**config.mk**
```make
export PLATFORM = sky130hd
export DESIGN_NAME = rotary_encoder_interface
export DESIGN_NICKNAME = d
export VERILOG_FILES = /design/src/rei_pkg.sv /design/src/rei_divider.sv /design/src/rotary_encoder_interface.sv
export SDC_FILE = /design/constraint.sdc
export NUM_CORES = 2
export LEC_CHECK = 0
export BUFFER_PORTS_ARGS = -buffer_cell sky130_fd_sc_hd__buf_2
export CORE_UTILIZATION = 61
export CTS_CLUSTER_DIAMETER = 60
export CTS_CLUSTER_SIZE = 10
export DETAILED_ROUTE_END_ITERATION = 12
export PLACE_DENSITY = 0.79
export SYNTH_ARGS = -nofsm -noshare
export SYNTH_HDL_FRONTEND = slang
export SYNTH_HIERARCHICAL = 1
export SYNTH_SLANG_ARGS = --single-unit
```
**constraint.sdc**
```tcl
create_clock -name clock -period 22 [get_ports clock]
set_input_delay 3.3 -clock clock [delete_from_list [all_inputs] [get_ports clock]]
set_output_delay 3.3 -clock clock [all_outputs]
set_load 0.01 [all_outputs]
```
**src/rei_pkg.sv**
```systemverilog
// ----------------------------------------------------------------------------
// rei_pkg
// Shared types and constants for the rotary encoder interface.
// ----------------------------------------------------------------------------
package rei_pkg;

   localparam int unsigned FsWidth    = 32;
   localparam int unsigned CprWidth   = 16;
   localparam int unsigned RevWidth   = 32;
   localparam int unsigned EventWidth = 32;
   localparam int unsigned VelWidth   = 16;
   localparam int unsigned DebWidth   = 3;
   localparam int unsigned DivSteps   = 32;
   localparam int unsigned DivCntWidth = $clog2(DivSteps);

   localparam logic [DebWidth-1:0] DebMin = DebWidth'(1);
   localparam logic [DebWidth-1:0] DebMax = DebWidth'(5);

   typedef enum logic [1:0] {
      MODE_PIN = 2'd0,
      MODE_VEL = 2'd1,
      MODE_SW  = 2'd2,
      MODE_NOP = 2'd3
   } mode_type;

   typedef enum logic {
      CSR_FS_VELOCITY = 1'b0,
      CSR_MAX_CPR     = 1'b1
   } csr_index_type;

   typedef enum logic [2:0] {
      ST_IDLE,
      ST_MUL,
      ST_START,
      ST_DIV,
      ST_RESP
   } state_type;

   typedef struct packed {
      logic                  start;
      logic [DivSteps-1:0]   dividend;
      logic [CprWidth-1:0]   divisor;
   } div_ctrl_type;

   typedef struct packed {
      logic                  done;
      logic [DivSteps-1:0]   quotient;
   } div_status_type;

endpackage

```
**src/rei_divider.sv**
```systemverilog
// ----------------------------------------------------------------------------
// rei_divider
// Restoring divider, one quotient bit per cycle; a zero divisor gives all ones.
// ----------------------------------------------------------------------------
module rei_divider (
   input  logic                    clock,
   input  logic                    reset,
   input  rei_pkg::div_ctrl_type   ctrl,
   output rei_pkg::div_status_type status
);
   import rei_pkg::*;

   logic [CprWidth-1:0]    rem_ff, rem_in;
   logic [DivSteps-1:0]    quo_ff, quo_in;
   logic [CprWidth-1:0]    div_ff, div_in;
   logic [DivCntWidth-1:0] count_ff, count_in;
   logic                   run_ff, run_in;
   logic                   done_ff, done_in;
   logic [CprWidth:0]      rem_shift;
   logic [CprWidth:0]      rem_diff;

   always_comb begin
      rem_shift = {rem_ff, quo_ff[DivSteps-1]};
      rem_diff  = rem_shift - {1'b0, div_ff};
      rem_in    = rem_ff;
      quo_in    = quo_ff;
      div_in    = div_ff;
      count_in  = count_ff;
      run_in    = run_ff;
      done_in   = 1'b0;
      if (ctrl.start) begin
         rem_in   = '0;
         quo_in   = ctrl.dividend;
         div_in   = ctrl.divisor;
         count_in = '0;
         run_in   = 1'b1;
      end else if (run_ff) begin
         // trial subtract; keep the difference when it does not go negative
         if (rem_shift >= {1'b0, div_ff}) begin
            rem_in = rem_diff[CprWidth-1:0];
            quo_in = {quo_ff[DivSteps-2:0], 1'b1};
         end else begin
            rem_in = rem_shift[CprWidth-1:0];
            quo_in = {quo_ff[DivSteps-2:0], 1'b0};
         end
         count_in = count_ff + DivCntWidth'(1);
         if (count_ff == DivCntWidth'(DivSteps - 1)) begin
            run_in  = 1'b0;
            done_in = 1'b1;
         end
      end
   end

   always_ff @(posedge clock) begin
      if (reset) begin
         run_ff   <= 1'b0;
         done_ff  <= 1'b0;
         count_ff <= '0;
      end else begin
         run_ff   <= run_in;
         done_ff  <= done_in;
         count_ff <= count_in;
      end
      rem_ff <= rem_in;
      quo_ff <= quo_in;
      div_ff <= div_in;
   end

   assign status.done     = done_ff;
   assign status.quotient = quo_ff;

endmodule

```
**src/rotary_encoder_interface.sv**
```systemverilog
// ----------------------------------------------------------------------------
// rotary_encoder_interface
// Quadrature position counter with velocity read and push-switch debounce.
// ----------------------------------------------------------------------------
// Each request transaction carries a mode in req_tuser and the A, B and switch
// pin levels in req_tdata, and yields exactly one response transaction with
// direction, position, revolutions, velocity and switch state. Pin samples,
// switch polls, mode-three reports and velocity reads with no edges counted
// finish in the accept cycle and show on rsp_tvalid in the cycle after. A
// velocity read with a nonzero edge count steps through ST_MUL for the 32x32
// multiply, ST_START to launch the divider, ST_DIV while the bit-per-cycle
// restoring divider runs until its done flag, and ST_RESP to load the
// response register. The block accepts no request while that runs. The
// response register lets a new request enter in the same cycle in which a
// pending response is taken. Configuration writes on csr_ are always ready.
// ----------------------------------------------------------------------------
module rotary_encoder_interface (
   input  logic        clock,
   input  logic        reset,
   // request: tuser = mode[1:0]; tdata = pin_a, pin_b, pin_sw, zero fill
   input  logic        req_tvalid,
   output logic        req_tready,
   input  logic [1:0]  req_tuser,
   input  logic [7:0]  req_tdata,
   // response: tdata = direction, position[15:0], revolutions[31:0],
   //           velocity[15:0], switch_released, zero fill
   output logic        rsp_tvalid,
   input  logic        rsp_tready,
   output logic [71:0] rsp_tdata,
   // configuration write
   input  logic        csr_valid,
   output logic        csr_ready,
   input  logic        csr_index,
   input  logic [31:0] csr_data
);
   import rei_pkg::*;

   // configuration registers
   logic [FsWidth-1:0]  fs_velocity_ff, fs_velocity_in;
   logic [CprWidth-1:0] max_cpr_ff, max_cpr_in;

   // encoder state
   logic                  prev_b_ff, prev_b_in;
   logic                  dir_ff, dir_in;
   logic [CprWidth-1:0]   pos_ff, pos_in;
   logic [RevWidth-1:0]   rev_ff, rev_in;
   logic [EventWidth-1:0] event_ff, event_in;
   logic [DebWidth-1:0]   deb_ff, deb_in;
   logic [DivSteps-1:0]   prod_ff, prod_in;

   // sequencer
   state_type state_ff, state_in;

   // response register
   logic                rsp_valid_ff, rsp_valid_in;
   logic [71:0]         rsp_data_ff, rsp_data_in;

   // control
   logic           accept;
   logic           rsp_space;
   logic           slow_read;
   logic           load_now;
   logic           load_div;
   mode_type       mode;
   logic           pin_a, pin_b, pin_sw;
   logic [VelWidth-1:0] imm_vel;
   logic           imm_rel;
   logic [CprWidth-1:0] pos_inc;
   logic [DebWidth-1:0] deb_inc;
   logic [DivSteps-1:0] mul_full;

   div_ctrl_type   div_ctrl;
   div_status_type div_status;

   assign mode   = mode_type'(req_tuser);
   assign pin_a  = req_tdata[0];
   assign pin_b  = req_tdata[1];
   assign pin_sw = req_tdata[2];

   assign csr_ready = 1'b1;
   assign rsp_space = !rsp_valid_ff || rsp_tready;
   assign accept    = req_tvalid && req_tready;
   // only a read with edges pending needs the divider
   assign slow_read = (mode == MODE_VEL) && (event_ff != '0);

   // ---- next state ----
   always_comb begin
      state_in = state_ff;
      unique case (state_ff)
         ST_IDLE:  if (accept && slow_read) state_in = ST_MUL;
         ST_MUL:   state_in = ST_START;
         ST_START: state_in = ST_DIV;
         ST_DIV:   if (div_status.done) state_in = ST_RESP;
         ST_RESP:  if (rsp_space) state_in = ST_IDLE;
         default:  state_in = ST_IDLE;
      endcase
   end

   // ---- sequencer outputs ----
   always_comb begin
      req_tready        = 1'b0;
      load_now          = 1'b0;
      load_div          = 1'b0;
      div_ctrl.start    = 1'b0;
      div_ctrl.dividend = prod_ff;
      div_ctrl.divisor  = max_cpr_ff;
      unique case (state_ff)
         ST_IDLE: begin
            req_tready = rsp_space;
            load_now   = accept && !slow_read;
         end
         ST_START: div_ctrl.start = 1'b1;
         ST_RESP:  load_div = rsp_space;
         default: ;
      endcase
   end

   rei_divider u_div (
      .clock  (clock),
      .reset  (reset),
      .ctrl   (div_ctrl),
      .status (div_status)
   );

   // ---- datapath ----
   always_comb begin
      fs_velocity_in = fs_velocity_ff;
      max_cpr_in     = max_cpr_ff;
      prev_b_in      = prev_b_ff;
      dir_in         = dir_ff;
      pos_in         = pos_ff;
      rev_in         = rev_ff;
      event_in       = event_ff;
      deb_in         = deb_ff;
      prod_in        = prod_ff;
      imm_vel        = '0;
      imm_rel        = 1'b1;
      pos_inc        = pos_ff + CprWidth'(1);
      deb_inc        = deb_ff + DebWidth'(1);
      // low word of the product only; it wraps at 32 bits
      mul_full       = event_ff * fs_velocity_ff;

      if (csr_valid && csr_ready) begin
         unique case (csr_index_type'(csr_index))
            CSR_FS_VELOCITY: fs_velocity_in = csr_data;
            CSR_MAX_CPR:     max_cpr_in     = csr_data[CprWidth-1:0];
            default: ;
         endcase
      end

      if (accept) begin
         unique case (mode)
            MODE_PIN: begin
               // advance on a rising edge of B, latch A as direction
               if (pin_b && !prev_b_ff) begin
                  dir_in   = pin_a;
                  event_in = event_ff + EventWidth'(1);
                  if (pos_inc >= max_cpr_ff) begin
                     pos_in = '0;
                     rev_in = rev_ff + RevWidth'(1);
                  end else begin
                     pos_in = pos_inc;
                  end
               end
               prev_b_in = pin_b;
            end
            MODE_SW: begin
               if (!pin_sw) begin
                  if (deb_inc > DebMax) begin
                     deb_in  = DebMax;
                     imm_rel = 1'b0;
                  end else begin
                     deb_in = deb_inc;
                  end
               end else if (deb_ff <= DebMin) begin
                  deb_in = DebMin;
               end else begin
                  deb_in = deb_ff - DebWidth'(1);
               end
            end
            MODE_VEL, MODE_NOP: ;
            default: ;
         endcase
      end

      // take the product, then drop the edge count
      if (state_ff == ST_MUL) begin
         prod_in  = mul_full;
         event_in = '0;
      end
   end

   // ---- response register ----
   always_comb begin
      rsp_data_in  = rsp_data_ff;
      rsp_valid_in = rsp_valid_ff;
      if (load_now) begin
         rsp_data_in  = {6'b0, imm_rel, imm_vel, rev_in, pos_in, dir_in};
         rsp_valid_in = 1'b1;
      end else if (load_div) begin
         rsp_data_in  = {6'b0, 1'b1, div_status.quotient[VelWidth-1:0],
                         rev_ff, pos_ff, dir_ff};
         rsp_valid_in = 1'b1;
      end else if (rsp_tready) begin
         rsp_valid_in = 1'b0;
      end
   end

   always_ff @(posedge clock) begin
      if (reset) begin
         fs_velocity_ff <= FsWidth'(1);
         max_cpr_ff     <= CprWidth'(24);
         prev_b_ff      <= 1'b1;
         dir_ff         <= 1'b0;
         pos_ff         <= '0;
         rev_ff         <= '0;
         event_ff       <= '0;
         deb_ff         <= DebMin;
         state_ff       <= ST_IDLE;
         rsp_valid_ff   <= 1'b0;
      end else begin
         fs_velocity_ff <= fs_velocity_in;
         max_cpr_ff     <= max_cpr_in;
         prev_b_ff      <= prev_b_in;
         dir_ff         <= dir_in;
         pos_ff         <= pos_in;
         rev_ff         <= rev_in;
         event_ff       <= event_in;
         deb_ff         <= deb_in;
         state_ff       <= state_in;
         rsp_valid_ff   <= rsp_valid_in;
      end
      prod_ff     <= prod_in;
      rsp_data_ff <= rsp_data_in;
   end

   assign rsp_tvalid = rsp_valid_ff;
   assign rsp_tdata  = rsp_data_ff;

   // ---- assertions ----
   // hold the debounce counter inside its saturating range
   a_deb_range: assert property (@(posedge clock) disable iff (reset)
      (deb_ff >= DebMin) && (deb_ff <= DebMax))
      else $error("debounce level out of range");

   // divider completes only while the sequencer waits for it
   a_div_done: assert property (@(posedge clock) disable iff (reset)
      div_status.done |-> (state_ff == ST_DIV))
      else $error("divider done outside wait state");

   // edge count is cleared once the product has been taken
   a_event_clear: assert property (@(posedge clock) disable iff (reset)
      (state_ff == ST_MUL) |=> (event_ff == '0))
      else $error("edge count not cleared by velocity read");

   // never load a new response over one still pending
   a_no_overwrite: assert property (@(posedge clock) disable iff (reset)
      (rsp_valid_ff && !rsp_tready) |-> !(load_now || load_div))
      else $error("response overwritten");

endmodule

```
Word-level counts from Yosys, hierarchy flattened:

Index checks and enable logic that the tools add are counted.

* flip-flop bits (word level): 306
* input port bits: 48
* output and inout port bits: 75

* add/subtract/negate cells: 7
* $mul: 1
* magnitude comparators: 4
* equality and inequality tests: 10
* muxes and demuxes: 39
* bitwise gates (word level): 2
* reductions and logical operators: 24

Operator list (number)
* 32-bit 2-to-1 mux: 6
* 66-bit 2-to-1 mux: 2
* 16-bit 2-to-1 mux: 5
* 32-bit by 1-bit adder with 32-bit output, second input constant: 2
* 32-bit by 32-bit multiplier with 32-bit output: 1
* 32-bit nonzero test: 1
* 1-bit 2-to-1 mux: 19
* 3-bit 2-to-1 mux: 6
* 17-bit by 16-bit >= comparator with 1-bit output: 1
* 16-bit by 1-bit adder with 16-bit output, second input constant: 1
* 16-bit >= comparator: 1
* 16-bit subtractor: 1
* 3-bit case mux with 5 select lines: 1
* 2-bit AND reduction: 4
* 3-bit by 2-bit equality test with 1-bit output, second input constant: 2
* 3-bit AND reduction: 2
* 5-bit by 1-bit adder with 5-bit output, second input constant: 1
* 5-bit equality test, second input constant: 1
* 1-bit logical AND: 5
* 2-bit inequality test, second input constant: 2
* 2-bit nonzero test: 2
* 2-bit OR reduction: 2
* 3-bit by 1-bit adder with 3-bit output, second input constant: 1
* 3-bit by 1-bit equality test with 1-bit output, second input constant: 1
* other kinds (14): 17

Logic depth before layout (Yosys ltp):

* depth after elaboration: 7
* depth in mapped cells: 27
* depth with buffers taken out: 25

Hierarchy:

Netlist, hierarchy kept.

By module, submodules not included
* rotary_encoder_interface: instances 1, cells each 2840, area each 26080.0 µm²
* rei_divider: instances 1, cells each 336, area each 3836.2 µm²

Worst setup path before layout:

No wires, ideal clock.

* kind: register to register
* start point: register event_ff[13]
* end point: register prod_ff[31], data pin
* arrival: 7.097 ns
* data required time: 21.740 ns
* path slack: 14.643 ns
* cell stages (with the launch flop): 26
* cells stage by stage: dfxtp_1 clkbuf_1 clkbuf_1 and2_1 fa_1 fa_1 fa_1 inv_1 fa_1 inv_1 fa_1 inv_1 fa_1 inv_1 fa_1 fa_1 ha_1 a211o_1 a31o_2 a211oi_1 o21ai_0 a2111oi_2 o31ai_1 a21o_1 a21oi_1 xnor2_1

* cells in the longest elaborated chain, start to end: 1

Ends and longest elaborated chain
* start, declared: RTL line rotary_encoder_interface.sv:47 `logic [EventWidth-1:0] event_ff, event_in;`
* start signal, assigned: RTL line rotary_encoder_interface.sv:228 `event_ff <= event_in;`
* 32-bit by 32-bit multiplier with 32-bit output: RTL line rotary_encoder_interface.sv:141 `mul_full = event_ff * fs_velocity_ff;`
* net mul_full[31]: RTL line rotary_encoder_interface.sv:70 `logic [DivSteps-1:0] mul_full;`
* end signal, assigned: RTL line rotary_encoder_interface.sv:233 `prod_ff <= prod_in;`
* end, declared: RTL line rotary_encoder_interface.sv:49 `logic [DivSteps-1:0] prod_ff, prod_in;`

The timed path passes the listed nets, and every way through them passes these cells.
A chain may end at the register's enable or synchronous reset.

Worst setup path after layout:

* start point: register fs_velocity_ff[6]
* end point: register prod_ff[31], data pin

* cells in the longest elaborated chain, start to end: 1

Ends and longest elaborated chain
* start, declared: RTL line rotary_encoder_interface.sv:39 `logic [FsWidth-1:0] fs_velocity_ff, fs_velocity_in;`
* start signal, assigned: RTL line rotary_encoder_interface.sv:211 `fs_velocity_ff <= FsWidth'(1);`
* start signal, assigned: RTL line rotary_encoder_interface.sv:222 `fs_velocity_ff <= fs_velocity_in;`
* 32-bit by 32-bit multiplier with 32-bit output: RTL line rotary_encoder_interface.sv:141
* net mul_full[31]: RTL line rotary_encoder_interface.sv:70

The timed path passes the listed nets, and every way through them passes these cells.

==> results.md <==
* Crit path cell chain: and2_1 -> fa_1 -> fa_1 -> fa_1 -> inv_1 -> fa_1 -> inv_1 -> fa_1 -> inv_1 -> fa_1 -> inv_1 -> fa_1 -> fa_1 -> ha_1 -> a211o_1 -> a31o_2 -> a211oi_1 -> o21ai_0 -> a2111oi_2 -> o31ai_1 -> a21o_1 -> a21oi_1 -> xnor2_1
* Unrepaired setup endpoints after global routing: false
* Synth top area share at 27.37%
* Final slew viol count at 0
* Hold-fix buffers at CTS at 0
* Hold Fails Final Rpt at 0
* Sequential share of power at 42.5%
* Post-route DRC at 0
* Kind of critical path: reg2reg
* Wire per inst at 19.15 um
* Hold EP: u_div/div_ff[2]
* Vias at 22430
* Die area at 0.04993 mm^2
* Fin nets at 3801
* GRT Total Usage at 30.14%
* CP top delay family: adder cells
* CTS Sinks at 306
* Reg2reg path depth at 23
* Fin crit share at 37.19%
* Commonest cells after routing, fill and taps aside: 438 x nand2_1, 428 x inv_1, 409 x fa_1
* Initial Utilization at 62.27%
* Final setup vio count at 0
* Syn_area_per_cell at 9.419 um^2
* Setup repair bufs after CTS at 0
* CP max stage delay at 1.05 ns
* Final Critical Period at 8.181 ns
* Area growth, synth to finish at 7.022%
* Clock Power Share at 38.4%
* Wl on met1 at 28610 um
* CP endpoint kind: register
* Vias in the first global route at 23420
* GR Overflow Total at 0
* # Max-Cap Violations at 0
* First DRT Iteration DRCs at 1722
* Cell Int Power at 1.137 mW
* CTS tree: yes
* Syn. warnings at 6
* Highest metal used: met4
* Worst slack at placement at 13.82 ns
* Commonest non-fill, non-tap cell in the layout: nand2_1
* Height of the die at 223.5 um
* Post-route setup slack at 13.82 ns
* Cell Pwr Density at 51.06 mW/mm^2
* Sequential share of the synthesized area at 24.83%
* Req. time, crit path at 22.32 ns
* Met2 WL at 36120 um
* PostCTS Resize Cnt at 0
* Flop2flop setup slack at 13.82 ns
* Filler cell count at 3687
* Critical hold path startpoint: max_cpr_ff[2]
* Worst path slowest cell: dfxtp_1
* Wire length on met3 at 5060 um
* First-pass iteration count of the detailed router at 6
* Status: finished, final reports clean
* Vias/cell at 5.864
* Area contributors post-synth: fa_1 27%, edfxtp_1 13%, dfxtp_1 12%
* Worst-path clk slew at 0.06 ns
* Port Buf Inserts at 110
* Hold Path Depth at 0
* Top_reg_cell synth: dfxtp_1
* Layout cells sized above 1 at 8.640%
* Number of buffers created by CTS at 39
* Data arrival, critical path at 8.50 ns
* Power share of the combinational group at 19.1%
* Worst setup SP type: register
* Reg-to-reg startpoint: fs_velocity_ff[6]
* Placed Instances at 3754
* Biggest area consumer among synthesized cells: fa_1
* Finished Cell Area at 0.03202 mm^2
* Root Buffer: clkbuf_16
* Worst-Margin Slew at 1.301 ns
* CP max FO at 27
* FFs w/ async S/R, synth at 0%
* VDD IR max at 0.05560 mV
* FMAX at 122.2 MHz
* Setup TNS at 0 ns
* Number of H-tree levels at 2
* Total Wirelength at 73260 um
* Detailed placer's ending HPWL at 53920 um
* R2R Path End: prod_ff[31]
* Utilization after layout at 66.64%
* Ports at 123
* Slew Limit Headroom at 12.87%
* Leak Pwr at 14.37 nW
* Clk_lat worst skew at 0.59 ns
* Net Sw Frac at 30.46%
* Hold Crit Class: reg2reg
* Post-route insts no fill at 3826
* Synthesized cell area at 0.02992 mm^2
* FP Rows at 80
* Post-route ant nets at 0
* Initial antenna violation count at 6
* Most numerous cell on the critical path: fa_1
* Crit path buf inv count at 4
* Number of synthesized flops with an enable pin at 130
* Synth Register Bits at 306
* Largest net degree at the start of global routing at 81
* Post-synth cell types at 95
* Post-Place Cell Area at 0.03075 mm^2
* Cell count after synthesis at 3176
* Routability cong. at 0.8983
* Die W at 223.5 um
* Clk buf depth at 3
* Wire length of the first global-routing pass at 119400 um
* Core area at 0.04805 mm^2
* P_sw at 0.4980 mW
* Clock skew at 0.03461 ns
## cell type report
cell class	count	area (um^2)	share of cell area [%]
Antenna cell	5	12.51	0.03908
Clock buffer	61	1162	3.630
Tap cell	615	769.5	2.403
Timing Repair Buffer	147	830.8	2.595
Clock inverter	6	90.09	0.2814
Inverter	431	1618	5.053
Sequential cell	306	7427	23.20
Multi-Input combinational cell	2255	20110	62.80
## power groups by stage
stage	registers (mW)	logic (mW)	clock network (mW)
after floorplan	0.695	0.228	0
after global placement	0.703	0.296	0
after detailed placement	0.705	0.305	0
after CTS	0.694	0.307	0.639
after global routing	0.701	0.339	0.660
final	0.695	0.312	0.628
## flip-flops by register name (all words and copies together) (netlist names)
name / cells
rsp_tvalid: 1
u_div/quo_ff: 32
fs_velocity_ff: 32
pos_ff: 16
u_div/count_ff: 5
u_div/rem_ff: 16
event_ff: 32
dir_ff: 1
prod_ff: 32
prev_b_ff: 1
u_div/div_ff: 16
rsp_tdata: 66
u_div/done_ff: 1
u_div/run_ff: 1
rev_ff: 32
state_ff: 3
deb_ff: 3
max_cpr_ff: 16
## routing by layer
layer | vias to the layer above | global-route usage [%]
li1 | 10090 | -
met1 | 11180 | 38.44
met2 | 923 | 50.89
met3 | 241 | 4.109
met4 | 0 | 14.30
met5 | - | 0
## cells by family after synthesis
kind of cell,Yosys count,synth area share (%)
adder cells (fa/ha/maj),573,34.23
XOR/XNOR,159,4.655
AO/OA/AOI/OAI,343,7.453
other,2,0.02510
AND/OR/NAND/NOR,1130,19.14
flip-flops,306,24.83
buffers and inverters,620,8.068
multiplexers,43,1.602
## per-stage QoR
stage	total power, mW	hold slack (ns)
floorplan	0.9229	0.4300
global placement	0.9993	0.4414
detailed placement	1.010	0.4480
CTS	1.640	0.4478
global route	1.700	0.4732
finish	1.635	0.4498
## worst reg2reg max path: cells and delay by family, from the launching register on
kind            cells  cell delay (ns)
fa+ha+maj           9             4.19
simple gates        1             0.28
buf+inv             4             0.20
flops               1             1.05
xor+xnor            1             0.08
compound gates      8             2.12
## synthesized netlist by cell type, types with 62 or more instances
master,instances
nor2_1,121
inv_1,429
nand2_1,438
and2_1,344
ha_1,164
a21oi_1,119
xnor2_1,98
edfxtp_1,130
fa_1,409
dfxtp_1,176
o21ai_0,62
clkbuf_1,163
## worst max-delay path by stage
stage                       from           to  slack, ns  cells past startpoint
2_1_floorplan       event_ff[13]  prod_ff[31]      14.64                     25
3_3_place_gp   fs_velocity_ff[6]  prod_ff[31]      13.97                     23
3_5_place_dp   fs_velocity_ff[6]  prod_ff[31]      13.82                     23
4_1_cts        fs_velocity_ff[6]  prod_ff[31]      13.82                     23
5_1_grt        fs_velocity_ff[6]  prod_ff[31]      13.51                     23
6_report       fs_velocity_ff[6]  prod_ff[31]      13.82                     23
Note: power is estimated with default switching activity, not from simulation.
